$ cat config.mk
export PLATFORM = sky130hd
export DESIGN_NAME = epoch_seconds_to_calendar_unit
export DESIGN_NICKNAME = d
export VERILOG_FILES = /design/src/rtl/esc_pkg.sv /design/src/rtl/esc_ctrl.sv /design/src/rtl/esc_dpath.sv /design/src/rtl/epoch_seconds_to_calendar_unit.sv
export SDC_FILE = /design/constraint.sdc
export NUM_CORES = 1
export LEC_CHECK = 0
export BUFFER_PORTS_ARGS = -buffer_cell sky130_fd_sc_hd__buf_2
export CAP_MARGIN = 5
export CORE_MARGIN = 2
export CORE_UTILIZATION = 55
export CTS_CLUSTER_SIZE = 24
export DETAILED_ROUTE_END_ITERATION = 16
export GPL_ROUTABILITY_DRIVEN = 0
export PLACE_DENSITY = 0.72
export SETUP_SLACK_MARGIN = 0.15
export SLEW_MARGIN = 20
export SYNTH_ARGS = -nofsm -noshare
export SYNTH_HDL_FRONTEND = slang
export SYNTH_SLANG_ARGS = --single-unit
$ cat constraint.sdc
create_clock -name clk -period 8.8 [get_ports clk]
set_input_delay 1.32 -clock clk [delete_from_list [all_inputs] [get_ports clk]]
set_output_delay 1.32 -clock clk [all_outputs]
set_load 0.01 [all_outputs]
$ cat src/rtl/esc_pkg.sv
// ----------------------------------------------------------------------------
// esc_pkg: shared types and constants for the epoch-to-calendar unit
// Command/status structs between controller and datapath, reciprocal
// constants for the time split and the month length lookup.
// ----------------------------------------------------------------------------
`default_nettype none

package esc_pkg;

  // Unit sizes in seconds
  localparam logic [31:0] SECS_PER_DAY  = 32'd86400;
  localparam logic [16:0] SECS_PER_HOUR = 17'd3600;
  localparam logic [11:0] SECS_PER_MIN  = 12'd60;

  // Reciprocals: floor(x / d) = (x * R) >> S, exact over each dividend range.
  // Power-of-two factors of the divisor are shifted off the dividend first.
  localparam logic [25:0] DAY_RECIP  = 26'd50903317; // 2^35 / 675, x = secs >> 7
  localparam logic [13:0] HOUR_RECIP = 14'd9321;     // 2^21 / 225, x = tod >> 4
  localparam logic [10:0] MIN_RECIP  = 11'd1093;     // 2^14 / 15, x = rem >> 2
  localparam logic [16:0] WEEK_RECIP = 17'd74899;    // 2^19 / 7, x = days

  // Calendar constants
  localparam logic [11:0] EPOCH_YEAR     = 12'd1970;
  localparam logic [6:0]  EPOCH_YEAR_100 = 7'd70;   // 1970 mod 100
  localparam logic [8:0]  EPOCH_YEAR_400 = 9'd370;  // 1970 mod 400
  localparam logic [2:0]  EPOCH_WEEKDAY  = 3'd4;    // Thursday
  localparam logic [3:0]  MONTH_FEB      = 4'd1;
  localparam logic [3:0]  MONTH_DEC      = 4'd11;

  // Controller to datapath commands
  typedef struct packed {
    logic start;       // capture input
    logic day_div;     // whole days from the seconds count
    logic tod_calc;    // time of day, weekday quotient, set up year walk
    logic hour_div;    // hour from the time of day
    logic mrem_calc;   // seconds within the hour
    logic min_div;     // minute from the seconds within the hour
    logic sec_calc;    // second within the minute
    logic year_step;   // take one year off the day count
    logic month_step;  // take one month off the day count
    logic out_load;    // load the result register
  } esc_cmd_t;

  // Datapath to controller status
  typedef struct packed {
    logic year_done;
    logic month_done;
  } esc_status_t;

  // Month length with February at 29 in leap years
  function automatic logic [4:0] month_len(input logic [3:0] mon, input logic leap);
    logic [4:0] len;
    begin
      case (mon)
        4'd1:                   len = 5'd28;
        4'd3, 4'd5, 4'd8, 4'd10: len = 5'd30;
        default:                len = 5'd31;
      endcase
      if (mon == MONTH_FEB && leap) begin
        len = 5'd29;
      end
      return len;
    end
  endfunction

endpackage

`default_nettype wire

$ cat src/rtl/esc_ctrl.sv
// ----------------------------------------------------------------------------
// esc_ctrl: sequencing controller
// Walks the datapath through the day, hour and minute split, the year walk
// and the month walk, and owns the input stall and output valid.
// ----------------------------------------------------------------------------
`default_nettype none

module esc_ctrl (
  input  wire                  clk,
  input  wire                  rst_n,
  input  wire                  in_valid,
  output logic                 in_stall,
  output logic                 out_valid,
  input  wire                  out_stall,
  input  esc_pkg::esc_status_t status,
  output esc_pkg::esc_cmd_t    cmd
);

  typedef enum logic [9:0] {
    S_IDLE  = 10'b0000000001,
    S_DAY   = 10'b0000000010,
    S_TOD   = 10'b0000000100,
    S_HOUR  = 10'b0000001000,
    S_MREM  = 10'b0000010000,
    S_MIN   = 10'b0000100000,
    S_SEC   = 10'b0001000000,
    S_YEAR  = 10'b0010000000,
    S_MONTH = 10'b0100000000,
    S_DONE  = 10'b1000000000
  } state_t;

  state_t     state_r, state_nxt;
  logic       out_valid_r, out_valid_nxt;

  // Next state and command decode
  always_comb begin
    state_nxt     = state_r;
    out_valid_nxt = out_valid_r;
    cmd           = '0;
    // result taken by the receiver
    if (out_valid_r && !out_stall) begin
      out_valid_nxt = 1'b0;
    end
    unique case (state_r)
      S_IDLE: begin
        if (in_valid) begin
          cmd.start = 1'b1;
          state_nxt = S_DAY;
        end
      end
      S_DAY: begin
        cmd.day_div = 1'b1;
        state_nxt   = S_TOD;
      end
      S_TOD: begin
        cmd.tod_calc = 1'b1;
        state_nxt    = S_HOUR;
      end
      S_HOUR: begin
        cmd.hour_div = 1'b1;
        state_nxt    = S_MREM;
      end
      S_MREM: begin
        cmd.mrem_calc = 1'b1;
        state_nxt     = S_MIN;
      end
      S_MIN: begin
        cmd.min_div = 1'b1;
        state_nxt   = S_SEC;
      end
      S_SEC: begin
        cmd.sec_calc = 1'b1;
        state_nxt    = S_YEAR;
      end
      S_YEAR: begin
        if (status.year_done) begin
          state_nxt = S_MONTH;
        end else begin
          cmd.year_step = 1'b1;
        end
      end
      S_MONTH: begin
        if (status.month_done) begin
          state_nxt = S_DONE;
        end else begin
          cmd.month_step = 1'b1;
        end
      end
      S_DONE: begin
        // wait for the output register to free up
        if (!out_valid_r || !out_stall) begin
          cmd.out_load  = 1'b1;
          out_valid_nxt = 1'b1;
          state_nxt     = S_IDLE;
        end
      end
      default: begin
        state_nxt = S_IDLE;
      end
    endcase
  end

  // State registers
  always_ff @(posedge clk) begin
    if (!rst_n) begin
      state_r     <= S_IDLE;
      out_valid_r <= 1'b0;
    end else begin
      state_r     <= state_nxt;
      out_valid_r <= out_valid_nxt;
    end
  end

  assign in_stall  = (state_r != S_IDLE);
  assign out_valid = out_valid_r;

endmodule

`default_nettype wire

$ cat src/rtl/esc_dpath.sv
// ----------------------------------------------------------------------------
// esc_dpath: conversion datapath
// Splits the seconds count into days, hour, minute and second by reciprocal
// multiplication, reduces days mod 7 for the weekday, runs the year and
// month walk and holds the result register.
// ----------------------------------------------------------------------------
`default_nettype none

module esc_dpath (
  input  wire                  clk,
  input  esc_pkg::esc_cmd_t    cmd,
  output esc_pkg::esc_status_t status,
  input  wire  [31:0]          in_epoch_seconds,
  output logic [5:0]           out_second,
  output logic [5:0]           out_minute,
  output logic [4:0]           out_hour,
  output logic [4:0]           out_day_of_month,
  output logic [3:0]           out_month,
  output logic [11:0]          out_year,
  output logic [2:0]           out_weekday
);

  // time split
  logic [31:0] sec_r;
  logic [15:0] days_r;
  logic [16:0] tod_r;
  logic [13:0] wq_r;
  logic [4:0]  hour_r;
  logic [11:0] mrem_r;
  logic [5:0]  minute_r;
  logic [5:0]  second_r;
  logic [50:0] day_prod;
  logic [32:0] week_prod;
  logic [26:0] hour_prod;
  logic [20:0] min_prod;
  logic [31:0] day_secs;
  logic [16:0] hour_secs;
  logic [11:0] min_secs;
  // calendar walk
  logic [15:0] drem_r;
  logic [11:0] year_r;
  logic [6:0]  y100_r;
  logic [8:0]  y400_r;
  logic [3:0]  mon_r;
  logic        leap;
  logic [8:0]  ylen;
  logic [4:0]  mlen;
  // result
  logic [2:0]  wrem;
  logic [3:0]  wday_sum;
  logic [2:0]  wday;
  logic [5:0]  out_second_r, out_minute_r;
  logic [4:0]  out_hour_r, out_day_r;
  logic [3:0]  out_month_r;
  logic [11:0] out_year_r;
  logic [2:0]  out_weekday_r;

  // Reciprocal products, quotient taken from the upper bits
  assign day_prod  = 51'(sec_r[31:7]) * 51'(esc_pkg::DAY_RECIP);
  assign week_prod = 33'(days_r) * 33'(esc_pkg::WEEK_RECIP);
  assign hour_prod = 27'(tod_r[16:4]) * 27'(esc_pkg::HOUR_RECIP);
  assign min_prod  = 21'(mrem_r[11:2]) * 21'(esc_pkg::MIN_RECIP);

  // Quotient back to seconds, for the remainders
  assign day_secs  = 32'(days_r) * esc_pkg::SECS_PER_DAY;
  assign hour_secs = 17'(hour_r) * esc_pkg::SECS_PER_HOUR;
  assign min_secs  = 12'(minute_r) * esc_pkg::SECS_PER_MIN;

  // Gregorian leap rule from the running year residues
  assign leap = (year_r[1:0] == 2'd0) && ((y100_r != 7'd0) || (y400_r == 9'd0));
  assign ylen = leap ? 9'd366 : 9'd365;
  assign mlen = esc_pkg::month_len(mon_r, leap);

  assign status.year_done  = (drem_r < 16'(ylen));
  assign status.month_done = (mon_r == esc_pkg::MONTH_DEC) || (drem_r < 16'(mlen));

  // Weekday: days mod 7 is days + days/7 mod 8, then add Thursday
  assign wrem     = 3'(days_r[2:0] + wq_r[2:0]);
  assign wday_sum = {1'b0, wrem} + {1'b0, esc_pkg::EPOCH_WEEKDAY};
  assign wday     = (wday_sum >= 4'd7) ? 3'(wday_sum - 4'd7) : wday_sum[2:0];

  // Time split registers, one stage per command
  always_ff @(posedge clk) begin
    if (cmd.start) begin
      sec_r <= in_epoch_seconds;
    end
    if (cmd.day_div) begin
      days_r <= day_prod[50:35];
    end
    if (cmd.tod_calc) begin
      tod_r <= 17'(sec_r - day_secs);
      wq_r  <= week_prod[32:19];
    end
    if (cmd.hour_div) begin
      hour_r <= hour_prod[25:21];
    end
    if (cmd.mrem_calc) begin
      mrem_r <= 12'(tod_r - hour_secs);
    end
    if (cmd.min_div) begin
      minute_r <= min_prod[19:14];
    end
    if (cmd.sec_calc) begin
      second_r <= 6'(mrem_r - min_secs);
    end
  end

  // Calendar walk
  always_ff @(posedge clk) begin
    if (cmd.tod_calc) begin
      drem_r <= days_r;
      year_r <= esc_pkg::EPOCH_YEAR;
      y100_r <= esc_pkg::EPOCH_YEAR_100;
      y400_r <= esc_pkg::EPOCH_YEAR_400;
      mon_r  <= '0;
    end else if (cmd.year_step) begin
      drem_r <= drem_r - 16'(ylen);
      year_r <= year_r + 12'd1;
      y100_r <= (y100_r == 7'd99)  ? 7'd0 : y100_r + 7'd1;
      y400_r <= (y400_r == 9'd399) ? 9'd0 : y400_r + 9'd1;
    end else if (cmd.month_step) begin
      drem_r <= drem_r - 16'(mlen);
      mon_r  <= mon_r + 4'd1;
    end
  end

  // Result register
  always_ff @(posedge clk) begin
    if (cmd.out_load) begin
      out_second_r  <= second_r;
      out_minute_r  <= minute_r;
      out_hour_r    <= hour_r;
      out_day_r     <= drem_r[4:0] + 5'd1;
      out_month_r   <= mon_r;
      out_year_r    <= year_r;
      out_weekday_r <= wday;
    end
  end

  assign out_second       = out_second_r;
  assign out_minute       = out_minute_r;
  assign out_hour         = out_hour_r;
  assign out_day_of_month = out_day_r;
  assign out_month        = out_month_r;
  assign out_year         = out_year_r;
  assign out_weekday      = out_weekday_r;

endmodule

`default_nettype wire

$ cat src/rtl/epoch_seconds_to_calendar_unit.sv
// ----------------------------------------------------------------------------
// epoch_seconds_to_calendar_unit: epoch seconds to Gregorian date and time
// Splits an unsigned 32-bit seconds count since 1970-01-01 00:00:00 into
// second, minute, hour, day of month, month, year and weekday.
//
// Usage:
//   Input channel in_valid/in_stall carries in_epoch_seconds; the result
//   channel out_valid/out_stall carries the seven calendar fields, one
//   result per input. A transfer happens when valid is high and stall low.
//   After an input transfer the controller steps through day, time of day,
//   hour, seconds within the hour, minute and second to split the seconds
//   by reciprocal multiplication, then walks the whole years after 1970
//   (0..136) and the months (index 0..11), one per step, each walk ending
//   with a check step, and finally loads the result. A new input is taken
//   only after the previous conversion has loaded its result.
//   The unit takes a new input while the previous result waits in the
//   output register; if the receiver still stalls when the next result is
//   ready, the unit holds it and keeps in_stall high.
//   Synchronous reset clears the controller and drops out_valid; the
//   datapath registers have no reset.
// ----------------------------------------------------------------------------
`default_nettype none

module epoch_seconds_to_calendar_unit (
  input  wire         clk,
  input  wire         rst_n,
  input  wire         in_valid,
  output logic        in_stall,
  input  wire  [31:0] in_epoch_seconds,
  output logic        out_valid,
  input  wire         out_stall,
  output logic [5:0]  out_second,
  output logic [5:0]  out_minute,
  output logic [4:0]  out_hour,
  output logic [4:0]  out_day_of_month,
  output logic [3:0]  out_month,
  output logic [11:0] out_year,
  output logic [2:0]  out_weekday
);

  esc_pkg::esc_cmd_t    cmd;
  esc_pkg::esc_status_t status;

  // Sequencing controller
  esc_ctrl u_ctrl (
    .clk       (clk),
    .rst_n     (rst_n),
    .in_valid  (in_valid),
    .in_stall  (in_stall),
    .out_valid (out_valid),
    .out_stall (out_stall),
    .status    (status),
    .cmd       (cmd)
  );

  // Time split, calendar walk and result register
  esc_dpath u_dpath (
    .clk              (clk),
    .cmd              (cmd),
    .status           (status),
    .in_epoch_seconds (in_epoch_seconds),
    .out_second       (out_second),
    .out_minute       (out_minute),
    .out_hour         (out_hour),
    .out_day_of_month (out_day_of_month),
    .out_month        (out_month),
    .out_year         (out_year),
    .out_weekday      (out_weekday)
  );

endmodule

`default_nettype wire

Word level (Yosys, flattened, before mapping) --
Cells that the tools add are included.
Operators by class: add/sub/neg operators 13, $mul 7, divide/modulo/power cells 0, order comparisons 3, eq/ne operators 23, shift operators 0, mux-type cells 31, bitwise logic cells 1, reduce and logical (&&, ||, !) cells 15
Operator list (number):
- $pmux 10 s10 | 1
- $mul 25x26->51 const B | 1
- $mux 16 | 3
- $mux 10 | 4
- $mul 13x14->26 const B | 1
- $mul 16x17->22 const B | 1
- $mul 10x11->20 const B | 1
- $mux 1 | 17
- $sub 17x17->17 | 1
- $lt 16x5->1 | 1
- $lt 16x9->1 | 1
- $mul 16x10->10 const B | 1
- $sub 16x5->16 | 1
- $sub 16x9->16 | 1
- $add 12x1->12 const B | 1
- $eq 4x4->1 const B | 3
- $sub 12x12->12 | 1
- $eq 10x1->1 const B | 1
- $eq 10x10->1 const B | 1
- $eq 10x2->1 const B | 1
- $eq 10x3->1 const B | 1
- $eq 10x4->1 const B | 1
- $eq 10x5->1 const B | 1
- $eq 10x6->1 const B | 1
- 38 further kinds | 46
Storage, ports and cells: bits in registers 197, bits in latches 0, RAM bits 0, bits in read-only memories 0, memories kept 0

Logic depth before layout (Yosys ltp) --
depth after elaboration 12, mapped depth 24, depth with buffers taken out 24

Hierarchy --
Synthesis repeated with hierarchy kept, for this count alone.
Second synthesis, totals: cell total of the unflattened synthesis 2292, area total of the unflattened synthesis 24270.8 um2
By module, submodules not included:
- esc_dpath | instances 1, cells an instance 2211, area an instance 23585.1 um2
- esc_ctrl | instances 1, cells an instance 81, area an instance 685.7 um2

Worst setup path before layout --
OpenSTA, ideal clock, no wires.
path type register to register, start point register u_dpath.sec_r[24], end point register u_dpath.days_r[11], data pin, library setup time 260 ps, arrival 6009 ps, slack 2531 ps, cell stages (with the launch flop) 21, buffers on the path 0, cell sequence edfxtp_1 > fa_1 > ha_1 > inv_1 > fa_1 > inv_1 > fa_1 > fa_1 > fa_1 > inv_1 > fa_1 > inv_1 > ha_1 > and3_1 > and3_1 > and3_1 > and2_1 > a22o_1 > or3_1 > a211o_1 > xor2_1
On the way: cells in the longest elaborated chain, start to end 1
RTL lines:
- start, declared | line esc_dpath.sv:24 | logic [31:0] sec_r;
- start signal, assigned | line esc_dpath.sv:85 | sec_r <= in_epoch_seconds;
- $mul 25x26->51 | line esc_dpath.sv:59 | assign day_prod = 51'(sec_r[31:7]) * 51'(esc_pkg::DAY_RECIP);
- named net u_dpath.day_prod[46] | line esc_dpath.sv:32 | logic [50:0] day_prod;
- end signal, assigned | line esc_dpath.sv:88 | days_r <= day_prod[50:35];
- end, declared | line esc_dpath.sv:25 | logic [15:0] days_r;
The timed path passes the listed nets, and every way through them passes these cells. A chain may end at the register's enable or synchronous reset.

Final worst setup path --
start point register u_dpath.sec_r[12], end point register u_dpath.days_r[15], data pin
Same word-level chain as after synthesis.

==> impl_metrics.ini <==
[timing]
layout_setup_ws_ps = 2000
timing.fmax_ghz = 0.147
period_minus_slack_ps = 6800
tightestPinTransition_ps = 1050
fin_skew_ps = 14.9
tns_ps = 0
finalHoldViolCount = 0
relSlewSlack_pct = 29.7
rsz0062_at_grt = false
post-route-period-util_pct = 77.3
drv_slew = 0
finalSetupViolCount = 0

[drt]
first_pass_iters = 7
via_per_inst = 5.34
drc = 0
routedWlPerCell_um = 17.6
routed_wirelength_um = 51800
drt.antenna.violating_nets = 0
first_iter_violations = 752
vias = 15682

[die]
dieArea_mm2 = 0.0456
start_util_pct = 55.9
die-width_um = 214
placementRows = 76
die_h_um = 214
core_mm2 = 0.0433
io_pins = 79

[critical_path]
worstPathArrival_ps = 7010
reg2reg_to = u_dpath.days_r[15]
crit_slowest_cell = edfxtp_1
slowest_delay_ps = 790
path_max_fanout = 12
r2r_slack_ps = 2000
r2r-start = u_dpath.sec_r[12]
cp_common_cell = inv_1
worst_setup_path_end_kind = flop
cp-start-kind = flop
crit_path_start = u_dpath.sec_r[12]
critPathKind = reg -> reg
rr_worst_depth = 22
worstPathCellList = inv_1 > ha_1 > inv_1 > fa_1 > ha_1 > inv_1 > fa_1 > inv_1 > fa_1 > fa_1 > inv_1 > fa_1 > inv_1 > ha_1 > a21oi_1 > o21a_1 > o21ai_1 > a221o_1 > a21oi_2 > a31oi_4 > a31oi_1 > o311ai_0
endpoint = u_dpath.days_r[15]
required_ps = 9010

[clock_tree]
cts_setup_buffers = 0
numCtsBuffers = 17
root_buffer = clkbuf_16
clock_path_buffers = 2
cts_tree = done
post_cts_resized = 0
cts_hold_buf = 0
cts_num_sinks = 197
htreeDepth = 4
clk_pin_slew_ps = 90
clkLatencyLatePin_ps = 490

[finish]
fin_nets = 3194
areaGrowthSynthToFinish_pct = 7.10
fill_cells = 3498
layout_commonest_cell = inv_1
drive_gt1_share_pct = 6.51
mostFrequentLayoutCells = inv_1, ha_1, fa_1, edfxtp_1, buf_2
fin_cells = 2937
num_antenna_cells = 0

[yosys]
synth_edf_count = 154
synth_warnings = 0
synth_nets = 3107
synthFlopType = edfxtp_1
netlist_instances = 2252
postSynth.asyncResetShare_pct = 0
syn_area_mm2 = 0.0242
ys_types = 76
avgSynthCellArea_um2 = 10.7
ys_seq_elements = 197
ys_seq_area_share_pct = 22.7

[grt]
globalRouteOverflowTotal = 0
grt_pass1_wl_um = 85000
met1_usage_pct = 30.8
grt_max_degree = 41
grt.total_usage_pct = 24.4
gr-usage-met3_pct = 3.93
grt_pass1_vias = 16879
top_usage_layer = met2
antenna_found_initial = 0
met2_usage_pct = 42.5

[outcome]
outcome = finished, final reports clean

[placed_design]
port_buffers = 78
dpl.hpwl_um = 43500
post-place-cells = 2905
pre_cts_slack_ps = 2110

[job]
drv_cap = 0

[worst_hold_path]
hold_path.class = reg -> reg
## through the flow
step / hold WS, ps / utilization (%) / cell area, um^2
detailed placement: 405 / 58.4 / 25300
global placement: 400 / 58.4 / 25300
global route: 422 / 59.8 / 25900
floorplan: 400 / - / 24200
CTS: 424 / 59.8 / 25900
finish: 419 / 59.8 / 25900
## worst max-delay path: cells and delay by family, from the launching register on
family,cells,cell delay [ps]
flops,1,790
fa+ha+maj,8,3480
buf+inv,6,530
compound gates,8,1720
## registers in the layout, summed over array words and instances (netlist names), 6 cells and up
name,flops
u_dpath.mrem_r,12
u_dpath.drem_r,16
u_dpath.out_year,12
u_dpath.sec_r,32
u_dpath.out_second,6
u_dpath.out_minute,6
u_dpath.y400_r,9
u_dpath.y100_r,7
u_dpath.tod_r,17
u_dpath.days_r,16
u_dpath.year_r,12
u_ctrl.state_r,10
u_dpath.second_r,6
u_dpath.minute_r,6
## worst min-delay path by stage
stage	startpoint	to	slack, ps	cells after the start
final	u_dpath.second_r[1]	u_dpath.out_second[1]	420	0
after CTS	u_dpath.second_r[1]	u_dpath.out_second[1]	420	0
after floorplan	u_dpath.tod_r[0]	u_dpath.mrem_r[0]	400	0
after global routing	u_dpath.second_r[1]	u_dpath.out_second[1]	420	0
after detailed placement	u_dpath.minute_r[4]	u_dpath.out_minute[4]	400	0
after global placement	u_dpath.second_r[1]	u_dpath.out_second[1]	400	0
## per-layer routing
layer | vias up | share of wire (%)
met4 | 0 | 2.9
li1 | 7574 | -
met3 | 91 | 5.0
met2 | 368 | 50
met1 | 7649 | 43
met5 | - | 0
## synth_stat cells, drive strengths merged, types with 13 or more instances
cell	count	share of area [%]
a21o	34	1.1
a21oi	71	1.5
a31oi	18	0.65
and3	22	0.57
dfxtp	43	3.6
edfxtp	154	19
fa	270	22
ha	549	28
inv	575	8.9
nand2	72	1.1
nand3	24	0.50
nand4	24	0.65
nor2	63	0.98
nor3	14	0.33
o21ai	53	1.1
o21bai	13	0.40
xnor2	69	2.5
xor2	46	1.7
## kinds of logic (layout without fill, tap and decap cells)
kind of cell / after synthesis / count (layout) / synth area share [%]
DFF: 197 / 197 / 22.7
and+or+nand+nor: 278 / 278 / 5.92
muxes: 5 / 5 / 0.212
buffers and inverters: 592 / 692 / 9.32
adders and majority gates: 819 / 819 / 50.8
AOI/OAI and AO/OA: 246 / 246 / 6.93
xor gates and xnor gates: 115 / 115 / 4.17
## final cells by class
cell class,instances,area (um^2),share of cell area [%]
inverter,575,2160,8.34
tap,585,732,2.83
sequential,197,5490,21.2
multi-input combinational,1463,16500,63.6
timing repair buffer,85,443,1.71
clock buffer,17,425,1.64
clock inverter,15,181,0.701
Power is not shown: default switching activity piles up to over one toggle a cycle in this logic, so the estimate is an artifact.
